$ cat src/rtl/core/pgs_sqrt_pipe.sv
// Pipelined integer square root, one root bit per stage, RW stages.
// Standalone; carries a sideband word alongside each root.
module pgs_sqrt_pipe #(
	parameter int RW = 32,
	parameter int SW = 1
) (
	input  logic            clk,
	input  logic            arst_n,
	input  logic            en,
	input  logic            vld_i,
	input  logic [2*RW-1:0] x,
	input  logic [SW-1:0]   sb_i,
	output logic            vld_o,
	output logic [RW-1:0]   root,
	output logic [SW-1:0]   sb_o
);

	localparam int XW = 2 * RW;

	logic          vld_s [1:RW];
	logic [XW-1:0] x_s   [1:RW];
	logic [XW-1:0] res_s [1:RW];
	logic [SW-1:0] sb_s  [1:RW];

	for (genvar i = 1; i <= RW; i++) begin : g_st
		localparam logic [XW-1:0] BIT = XW'(1) << (XW - 2 * i);
		logic          vld_c;
		logic [XW-1:0] x_c, res_c, trial;
		logic [SW-1:0] sb_c;
		logic          ge;

		if (i == 1) begin : g_src
			assign vld_c = vld_i;
			assign x_c   = x;
			assign res_c = '0;
			assign sb_c  = sb_i;
		end else begin : g_src
			assign vld_c = vld_s[i-1];
			assign x_c   = x_s[i-1];
			assign res_c = res_s[i-1];
			assign sb_c  = sb_s[i-1];
		end

		assign trial = res_c + BIT;
		assign ge    = x_c >= trial;

		always_ff @(posedge clk or negedge arst_n) begin
			if (!arst_n) begin
				vld_s[i] <= 1'b0;
			end else if (en) begin
				vld_s[i] <= vld_c;
			end
		end

		always_ff @(posedge clk) begin
			if (en) begin
				x_s[i]   <= ge ? x_c - trial : x_c;
				res_s[i] <= ge ? (res_c >> 1) + BIT : res_c >> 1;
				sb_s[i]  <= sb_c;
			end
		end
	end

	assign vld_o = vld_s[RW];
	assign root  = res_s[RW][RW-1:0];
	assign sb_o  = sb_s[RW];

endmodule

$ cat config.mk
export PLATFORM = sky130hd
export DESIGN_NAME = pgs_sqrt_pipe
export DESIGN_NICKNAME = d
export VERILOG_FILES = /design/src/rtl/core/pgs_sqrt_pipe.sv
export SDC_FILE = /design/constraint.sdc
export NUM_CORES = 2
export LEC_CHECK = 0
export BUFFER_PORTS_ARGS = -buffer_cell sky130_fd_sc_hd__buf_2
export CAP_MARGIN = 20
export CORE_ASPECT_RATIO = 1.25
export CORE_MARGIN = 2
export CORE_UTILIZATION = 55
export CTS_BUF_LIST = sky130_fd_sc_hd__clkbuf_4 sky130_fd_sc_hd__clkbuf_8
export DETAILED_ROUTE_END_ITERATION = 8
export PLACE_DENSITY_LB_ADDON = 0.08
export SYNTH_ARGS = -nofsm -noshare
export SYNTH_HDL_FRONTEND = slang
export SYNTH_MEMORY_MAX_BITS = 65536
export SYNTH_SLANG_ARGS = --single-unit
$ cat constraint.sdc
create_clock -name clk -period 9.2 [get_ports clk]
set_input_delay 0.46 -clock clk [delete_from_list [all_inputs] [get_ports clk]]
set_output_delay 0.46 -clock clk [all_outputs]
set_load 0.05 [all_outputs]
==> run metrics <==
global-route wire length before repair=456400 um; TritonCTS Sinks=approximately 2600; Placer Congestion=between 0.9 and 1; outcome=finished clean; ANT nets after route=0; fmax=roughly 0.22 GHz; Pint=23.03 mW; CP endpoint kind=flop; crit-path leading delay family=compound AO/OA/AOI/OAI gates; Crit Path Class=reg2reg; Post-synth EDFFs=around 2500; HP Class=in2async; Pre-Repair DR Iteration Count=6; CP Cell Sequence=inv_1 > ha_1 > nor2b_1 > o31a_1 > a2111oi_0 > o21a_1 > o31ai_1 > nor4_2 > buf_4 > inv_1 > nand4_1 > xnor2_1; worst hold margin=between 0.08 and 0.09 ns; Net Switching=roughly 10 mW; die width=about 430 um; Syn Std Cell Area=~120000 um^2; Most common cell on crit path=inv_1; Max stage delay on crit path=approximately 0.6 ns; Worst Skew=between 0.06 and 0.07 ns; placed cells=between 10000 and 15000; PnR worst setup slack=~4.7 ns; routed len/inst=22.42 um; headroom to the max-slew limit=between 20% and 30%; Synth Warn #=0; final worst path period share=between 40 and 50%; gate count after technology mapping=a little under 10000; latest clock arrival within the worst-skew pair=just over 1 ns; syn nets=between 10000 and 15000; worst path bufs/invs=3; pwr/cell area=approximately 240 nW/um^2; CP Max Fanout=58; register area share after synthesis=62.86%; IO Port Bufs=between 100 and 150; total global-route track usage=25.97%; most frequent cells in the layout=edfxtp_1 (2544), inv_1 (679), nor2_1 (624); largest net degree at the start of global routing=206; WP data arrival=between 5 and 6 ns; measured slew at the worst slew-check pin=between 1 and 1.5 ns; DP HPWL=about 220000 um; CTS H-tree lvls=5; Total Routed Length=roughly 300000 um; area growth from synthesis to layout=10.49%; Comb power frac=21.6%; DR iter-0 viols=roughly 6300; Congestion Overflow GR=0; ys flop type=edfxtp_1; starting density of the core=a little under three fifths; layout cells sized above 1=a little under a tenth; Cell variety after synth=94; critical path required time=slightly below 10 ns; Max Cap Viol=0; commonest non-fill, non-tap cell in the layout=edfxtp_1; Tmin final=between 4 and 5 ns; core box area=about 220000 um^2; cts bufs inserted=slightly above 400; clock share of power=between 20% and 30%; DRC=0; dominant cell type by area after synthesis=edfxtp_1; sw frac=between 30% and 40%; die footprint=between 200000 and 250000 um^2; FILL cells=roughly 17000; reg2reg start=res_s[6][78]; reg2reg setup slack=4.71 ns; worst reg-to-reg path cell count=12; Sequential Power Share=48.9%; root buffer cell=clkbuf_8; CTS tree=built; Fin. Hold Viols=0; worst reg2reg path endpoint=x_s[0][1705]; initial antenna violation count=7; via count=about 79000; vias in the first global route=around 78000; Setup Viol. Count Final=0; Top Ports=a little over 100; Via density=~5.9; critical path's slowest cell=a2111oi_0; Area contributors post-synth=edfxtp_1 (62%), ha_1 (5.7%), xnor2_1 (3.7%); Die Ht=~530 um; Cell Count, Final, Fillers Out=between 10000 and 15000; number of buffers on the longest clock path=4; final setup TNS=0 ns; worst vdd ir=183.1 uV; Synth async-reset ratio=~1.2%; critical path startpoint category=flop; Slew Limit Fails=0; DP Worst Slack=about 4.7 ns; Leak=between 50 and 60 nW; nets=between 10000 and 15000; num rows=between 150 and 200; Clock transition at path regs=0.06 ns; area fraction of the dominant cell type after synthesis=a little over 60%; Seq cells post-synth=2576; setup repair after global routing missed its margin=no; Syn Area/Cell=12.68 um^2
layout make-up:
cell class | count | area (um^2) | share of cell area [%]
repair buffers | 226 | 1829 | 1.348
multi-input cells | 6245 | 42420 | 31.27
flip-flops and latches | 2576 | 77190 | 56.89
diodes | 4 | 10.01 | 0.007377
inverters | 685 | 2571 | 1.895
well taps | 2925 | 3660 | 2.697
clock buffers | 496 | 6270 | 4.621
clock inverters | 231 | 1729 | 1.274
power by group through the flow:
stage / Combinational, mW / Sequential, mW / Clock, mW
after global placement: 6.98 / 16.4 / 0
after detailed placement: 7.04 / 16.4 / 0
after floorplan: 5.19 / 15.8 / 0
final: 7.15 / 16.2 / 9.74
after CTS: 7.13 / 16.2 / 10.0
after global routing: 7.92 / 16.3 / 10.5
registers in the layout (all words and copies together), names as in the netlist:
signal      count
g_st.vld_c     31
res_s         528
sb_s           32
vld_o           1
x_s          1984
worst max-delay path by stage:
stage	depth (start not counted)	to	slack [ns]	from
after detailed placement	12	x_s[0][1706]	4.72	res_s[6][101]
after global routing	12	x_s[0][1706]	4.38	res_s[6][101]
after global placement	12	x_s[0][1705]	4.72	res_s[6][78]
after CTS	12	x_s[0][1706]	4.68	res_s[6][101]
final	12	x_s[0][1705]	4.71	res_s[6][78]
after floorplan	9	x_s[0][1000]	5.62	x_s[0][948]
layer usage:
layer	vias to the layer above	track usage (%)	routed length (um)	part of all wire, %
li1	37300	-	-	-
met5	-	0	0	0
met3	545	3.736	15010	5.0
met4	0	7.913	9000	3.0
met2	2178	45.37	152300	51
met1	38760	33.38	123900	41
logic make-up after synthesis:
| family | Yosys count | synth area share (%) |
|---|---|---|
| buffers and inverters | 867 | 2.673 |
| muxes | 122 | 1.108 |
| DFF | 2576 | 62.86 |
| xor gates and xnor gates | 884 | 6.305 |
| adders and majority gates | 558 | 5.685 |
| and+or+nand+nor | 2831 | 11.97 |
| AOI/OAI and AO/OA | 1850 | 9.393 |
Yosys cell counts, types with 149 or more instances:
cell / n
inv_1: 679
o21ai_0: 419
nand2_1: 608
xnor2_1: 517
nand3_1: 161
a21oi_1: 617
nor3_1: 247
a21o_1: 231
nor4_1: 334
ha_1: 558
nor2_1: 626
clkbuf_1: 155
edfxtp_1: 2544
nand4_1: 149
xor2_1: 367
what timing repair did:
action | in CTS | in global routing
hold buffers | 69 | 0
resized for setup | 0 | 0
setup buffers | 0 | 0
hold endpoints to repair | 176 | 0
metrics by stage:
step	cell area [um^2]	util [%]	power, mW
finish	135700	61.21	33.07
global route	135700	61.21	34.74
CTS	135700	61.19	33.33
detailed placement	127000	57.27	23.46
global placement	126900	57.25	23.38
floorplan	122800	-	20.98
worst register-to-register path: stages (launching register included):
cell       delay, ns
edfxtp_1        0.50
inv_1           0.08
ha_1            0.36
nor2b_1         0.18
o31a_1          0.27
a2111oi_0       0.61
o21a_1          0.44
o31ai_1         0.25
nor4_2          0.30
buf_4           0.53
inv_1           0.37
nand4_1         0.17
xnor2_1         0.20
(Power assumes the default switching activity.)
